--- config.mk ---
export PLATFORM = sky130hd
export DESIGN_NAME = bprr_ctrl
export DESIGN_NICKNAME = d
export VERILOG_FILES = /design/src/hw/rtl/bprr_pkg.sv /design/src/hw/rtl/bprr_ctrl.sv
export SDC_FILE = /design/constraint.sdc
export NUM_CORES = 1
export LEC_CHECK = 0
export ABC_AREA = 1
export ABC_CLOCK_PERIOD_IN_PS = 4900
export BUFFER_PORTS_ARGS = -buffer_cell sky130_fd_sc_hd__buf_2
export CAP_MARGIN = 20
export CORE_AREA = 4 4 41 43
export CTS_CLUSTER_SIZE = 30
export DETAILED_ROUTE_END_ITERATION = 10
export DIE_AREA = 0 0 45 47
export GPL_TIMING_DRIVEN = 0
export PLACE_DENSITY = 0.74
export SLEW_MARGIN = 25
export SYNTH_ARGS = -nofsm -noshare
export SYNTH_HDL_FRONTEND = slang
export SYNTH_SLANG_ARGS = --single-unit
export TNS_END_PERCENT = 20
--- constraint.sdc ---
create_clock -name clk_i -period 4.9 [get_ports clk_i]
set_clock_uncertainty 0.2 [all_clocks]
set_input_delay 1.47 -clock clk_i [delete_from_list [all_inputs] [get_ports clk_i]]
set_output_delay 1.47 -clock clk_i [all_outputs]
set_load 0.005 [all_outputs]
--- src/hw/rtl/bprr_pkg.sv ---
`timescale 1ns / 1ps
// Shared constants, payload types, command and status structs and helpers of the unit.
package bprr_pkg;

  localparam int unsigned MaxLen   = 32;
  localparam int unsigned Symbols  = 32;
  localparam int unsigned TblW     = MaxLen + 2;
  localparam int unsigned TblRows  = MaxLen + 1;
  localparam int unsigned TblDepth = TblW * TblRows;
  localparam int unsigned AddrW    = $clog2(TblDepth);
  localparam int unsigned CntW     = 33;
  localparam int unsigned RemW     = $clog2(Symbols + 1);
  localparam int unsigned HW       = $clog2(Symbols + 3);
  localparam int unsigned PosW     = $clog2(Symbols);

  localparam logic OpRank   = 1'b0;
  localparam logic OpUnrank = 1'b1;

  typedef enum logic [1:0] {
    SymEmpty = 2'd0,
    SymUp    = 2'd1,
    SymDown  = 2'd2,
    SymBad   = 2'd3
  } sym_e;

  typedef enum logic [1:0] {
    ErrNone   = 2'd0,
    ErrSymbol = 2'd1,
    ErrEnd    = 2'd2,
    ErrRange  = 2'd3
  } err_e;

  typedef struct packed {
    logic        operation;
    logic [63:0] word_in;
    logic [5:0]  path_length;
    logic [31:0] index_in;
  } bprr_req_t;

  typedef struct packed {
    logic [31:0] index_out;
    logic [63:0] word_out;
    logic [1:0]  error_code;
  } bprr_rsp_t;

  typedef struct packed {
    logic fill;
    logic load;
    logic rank_step;
    logic rank_drain;
    logic rank_fin;
    logic unr_check;
    logic unr_test;
    logic unr_step;
  } bprr_cmd_t;

  typedef struct packed {
    logic fill_done;
    logic scan_last;
    logic range_bad;
    logic step_last;
  } bprr_sts_t;

  // Flat address of the count table entry for a remaining length and a height.
  function automatic logic [AddrW-1:0] tbl_addr(input logic [RemW-1:0] rem,
                                                input logic [HW-1:0] h);
    return AddrW'(AddrW'(rem) * AddrW'(TblW) + AddrW'(h));
  endfunction

  // Number of occupied symbols in a packed word, summed in groups of four.
  function automatic logic [RemW-1:0] count_occupied(input logic [63:0] word);
    logic [RemW-1:0] total;
    logic [2:0]      grp;
    total = '0;
    for (int g = 0; g < Symbols / 4; g++) begin
      grp = 3'd0;
      for (int k = 0; k < 4; k++) begin
        grp = grp + 3'(word[8 * g + 2 * k +: 2] != 2'b00);
      end
      total = total + RemW'(grp);
    end
    return total;
  endfunction

endpackage

--- src/hw/rtl/bprr_ctrl.sv ---
`timescale 1ns / 1ps
// Controller state machine: sequences the table fill, the rank scan and the unrank steps.
module bprr_ctrl (
  input  logic                clk_i,
  input  logic                rst_ni,
  input  logic                start_i,
  input  logic                op_i,
  input  bprr_pkg::bprr_sts_t sts_i,
  output bprr_pkg::bprr_cmd_t cmd_o,
  output logic                busy_o,
  output logic                done_o
);
  import bprr_pkg::*;

  typedef enum logic [8:0] {
    StFill      = 9'b000000001,
    StIdle      = 9'b000000010,
    StRankScan  = 9'b000000100,
    StRankDrain = 9'b000001000,
    StRankFin   = 9'b000010000,
    StUnrCheck  = 9'b000100000,
    StUnrTest   = 9'b001000000,
    StUnrStep   = 9'b010000000,
    StDone      = 9'b100000000
  } state_e;

  state_e state_q, state_d;
  logic   busy;
  logic   accept;

  assign busy   = !((state_q == StIdle) || (state_q == StDone));
  assign accept = start_i && !busy;

  always_comb begin
    state_d    = state_q;
    cmd_o      = '0;
    cmd_o.load = accept;
    case (state_q)
      StFill: begin
        cmd_o.fill = 1'b1;
        if (sts_i.fill_done) begin
          state_d = StIdle;
        end
      end
      StIdle, StDone: begin
        state_d = StIdle;
        if (accept) begin
          state_d = (op_i == OpUnrank) ? StUnrCheck : StRankScan;
        end
      end
      StRankScan: begin
        cmd_o.rank_step = 1'b1;
        if (sts_i.scan_last) begin
          state_d = StRankDrain;
        end
      end
      StRankDrain: begin
        cmd_o.rank_drain = 1'b1;
        state_d = StRankFin;
      end
      StRankFin: begin
        cmd_o.rank_fin = 1'b1;
        state_d = StDone;
      end
      StUnrCheck: begin
        cmd_o.unr_check = 1'b1;
        state_d = StUnrTest;
      end
      StUnrTest: begin
        cmd_o.unr_test = 1'b1;
        state_d = sts_i.range_bad ? StDone : StUnrStep;
      end
      StUnrStep: begin
        cmd_o.unr_step = 1'b1;
        if (sts_i.step_last) begin
          state_d = StDone;
        end
      end
      default: state_d = StIdle;
    endcase
  end

  always_ff @(posedge clk_i or negedge rst_ni) begin
    if (!rst_ni) begin
      state_q <= StFill;
    end else begin
      state_q <= state_d;
    end
  end

  assign busy_o = busy;
  assign done_o = (state_q == StDone);

endmodule

==> flow_summary.rst <==
.. list-table::
   :header-rows: 1

   * - Metric
     - Value
   * - Arrival time worst endpoint
     - 1.93 ns
   * - Final std cells w/o fill
     - 121
   * - Biggest area contributors in the synthesized netlist
     - sky130_fd_sc_hd__dfrtp_1, sky130_fd_sc_hd__inv_1, sky130_fd_sc_hd__nor2_1, sky130_fd_sc_hd__nand3_2, sky130_fd_sc_hd__nand2_1
   * - Final-report max-slew violation count
     - 0
   * - Number of detailed-routing iterations run before antenna repair
     - 3
   * - Number of enable-type register cells in the synthesized netlist
     - 0
   * - Number of distinct library cell variants in the gate-level netlist after synthesis
     - 19
   * - Ys flop type
     - sky130_fd_sc_hd__dfrtp_1
   * - Hold Crit Start
     - state_q[0]
   * - Detail-routed net length per standard cell
     - 10.5 um
   * - Placed inst area
     - 734 um2
   * - Post-Syn Area per Cell
     - 7.42 um2
   * - Hold Path Depth
     - 2
   * - Part of the total power dissipated in sequential elements
     - 0.302
   * - Global-route congestion overflow total
     - 0
   * - Setup TNS
     - 0 ns
   * - Number of nets produced by synthesis
     - 93
   * - Clock tree from TritonCTS
     - built
   * - Crit path time final
     - 3.60 ns
   * - Cells after synthesis
     - 85
   * - CP max FO
     - 3
   * - Share of flip-flops with an asynchronous set or reset
     - 1.00
   * - Post-detail-place hpwl
     - 1060 um
   * - WP data required
     - 3.23 ns
   * - Height of the die
     - 47 um
   * - Reg-to-reg endpoint
     - state_q[1]
   * - Run status
     - completed
   * - Final instance area
     - 761 um2
   * - Cell type contributing the most total cell area after synthesis
     - sky130_fd_sc_hd__dfrtp_1
   * - Average via count per standard cell
     - 4.72
   * - Critical path endpoint category
     - primary output
   * - Area share of the leading cell type in the synthesized netlist
     - 0.317
   * - Core region area
     - 1300 um2
   * - Final net count
     - 115
   * - Final core occ
     - 0.585
   * - Worst supply voltage drop on vdd
     - 235 uV
   * - Register area share after synthesis
     - 0.359
   * - Sw frac
     - 0.456
   * - Yosys warnings
     - 0
   * - Final hold viol count
     - 0
   * - Number of failing setup endpoints in the final timing report
     - 0
   * - GRT Util Overall
     - 0.144
   * - Number of flip-flops in the largest register
     - 9
   * - Area added between synthesis and finish
     - 20.6%
   * - Diodes inserted
     - 0
   * - Reg2Reg Depth
     - 6
   * - Placed insts
     - 117
   * - Max Cap Violations
     - 0
   * - Measured slew at the worst slew-check pin
     - 0.212 ns
   * - Fraction of final layout cells sized beyond drive strength 1
     - 0.443
   * - Number of remaining DRC errors
     - 0
   * - Io pins
     - 18
   * - Number of I/O port buffers
     - 17
   * - Power dissipated by switching net loads
     - 0.156 mW
   * - Hold bufs inserted after CTS
     - 0
   * - Post-CTS setup buffers
     - 0
   * - Maximum clock insertion buffer count
     - 2
   * - Largest registers
     - state_q: 9 flops
   * - Wire length reported by the detailed router
     - 1270 um
   * - Clock latency of the later-clocked register in the worst-skew pair
     - 0.26 ns
   * - Maximum number of pins on one net before global-route repair
     - 10
   * - Critical path launch point type
     - primary input
   * - Clock input transition at the sequential cells of the worst setup and hold paths
     - 0.06 ns
   * - Cell area power density
     - 451 nW/um2
   * - CTS H-Tree Depth
     - 1
   * - Final hold slack
     - 0.356 ns
   * - Setup repair after global routing missed its margin
     - false
   * - Combinational group share of total power
     - 0.537
   * - Commonest cells post-synth
     - sky130_fd_sc_hd__inv_1, sky130_fd_sc_hd__nor2_1, sky130_fd_sc_hd__nand2_1, sky130_fd_sc_hd__dfrtp_1
   * - Part of the cycle the worst path needs
     - 0.735
   * - Row cnt
     - 13
   * - TritonCTS sink count
     - 9
   * - Cell-internal power
     - 0.187 mW
   * - Antenna violation net count after detailed routing
     - 0
   * - Max-slew headroom at the worst pin
     - 0.857
   * - Iteration-0 DRC Markers
     - 8
   * - Wire length of the first global-routing pass
     - 2150 um
   * - Hold-critical path endpoint
     - state_q[0]
   * - Register-to-Register Setup Slack
     - 3.38 ns
   * - Register with the highest flop count
     - state_q
   * - GP Congestion
     - 0.846
   * - Antenna violations before repair
     - 0
   * - Post-Syn Area
     - 631 um2
   * - Relative contribution of the clock network to total power
     - 0.161
   * - Effective utilization at floorplan
     - 0.485
   * - Peak clock frequency supported by timing
     - 278 MHz
   * - Class of the tightest hold or removal check
     - reg2reg
   * - Number of global-route vias before repair
     - 543
   * - Category of the critical setup timing path
     - in2out
   * - Die area
     - 2120 um2
   * - Count leader, synth
     - sky130_fd_sc_hd__inv_1
   * - TritonCTS Buffers
     - 3
   * - Clock tree root buffer cell
     - sky130_fd_sc_hd__clkbuf_4
   * - Via count
     - 571
   * - Static Leakage
     - 0.480 nW
   * - Resized Gates After CTS
     - 0
   * - Worst flop-to-flop path startpoint
     - state_q[3]
   * - Die Span X
     - 45 um
   * - Flip-flop and latch count after synthesis
     - 9
==> cell type report <==
cell class | instances | area, um2
buffer | 1 | 7.51
inverter | 21 | 78.8
timing repair buffer | 17 | 85.1
clock buffer | 4 | 26.3
sequential | 9 | 226
tap | 15 | 18.8
fill | 131 | 541
multi-input combinational | 54 | 318
==> cells by family after synthesis <==
kind of cell,after synthesis,share of synthesized area
AND/OR/NAND/NOR,48,0.435
buffers and inverters,22,0.137
flip-flops,9,0.359
AO/OA/AOI/OAI,6,0.0695
==> layer usage <==
layer	up-vias	part of all wire	global-route usage
met5	-	0	0
met4	0	0.013	0.0877
met1	256	0.45	0.185
li1	298	-	-
met2	15	0.48	0.226
met3	2	0.061	0.0230
==> critical path, cell delays in order <==
cell	delay, ns
sky130_fd_sc_hd__buf_2	0.11
sky130_fd_sc_hd__nand2_2	0.08
sky130_fd_sc_hd__inv_1	0.04
sky130_fd_sc_hd__buf_4	0.11
sky130_fd_sc_hd__buf_2	0.11
==> metrics by stage <==
stage          total power [mW]  setup WS (ns)
6_report                  0.343           1.30
2_1_floorplan             0.244           1.54
3_3_place_gp              0.282           1.30
4_1_cts                   0.347           1.29
3_5_place_dp              0.290           1.30
5_1_grt                   0.374           1.26
==> power by group through the flow <==
stage               logic [mW]  clock network [mW]  registers, mW
finish                   0.184              0.0552          0.104
global route             0.206              0.0614          0.106
CTS                      0.186              0.0574          0.103
detailed placement       0.185                   0          0.105
global placement         0.178                   0          0.104
floorplan                0.142                   0          0.102
==> how the worst max path moves through the flow <==
stage	to	startpoint	slack, ns	cells past startpoint
finish	cmd_o[6]	start_i	1.30	5
global route	cmd_o[6]	start_i	1.26	5
CTS	cmd_o[6]	start_i	1.29	5
detailed placement	cmd_o[6]	start_i	1.30	5
global placement	cmd_o[6]	start_i	1.30	5
floorplan	cmd_o[6]	start_i	1.54	3
==> cell usage in the layout, fill, tap and decap left out, drive strengths merged, types with 4 or more instances in the layout <==
cell,n
a21oi,4
buf,18
clkbuf,4
dfrtp,8
inv,21
nand2,17
nand3,7
nor2,22
No activity file was read; power rests on OpenSTA's default activity.
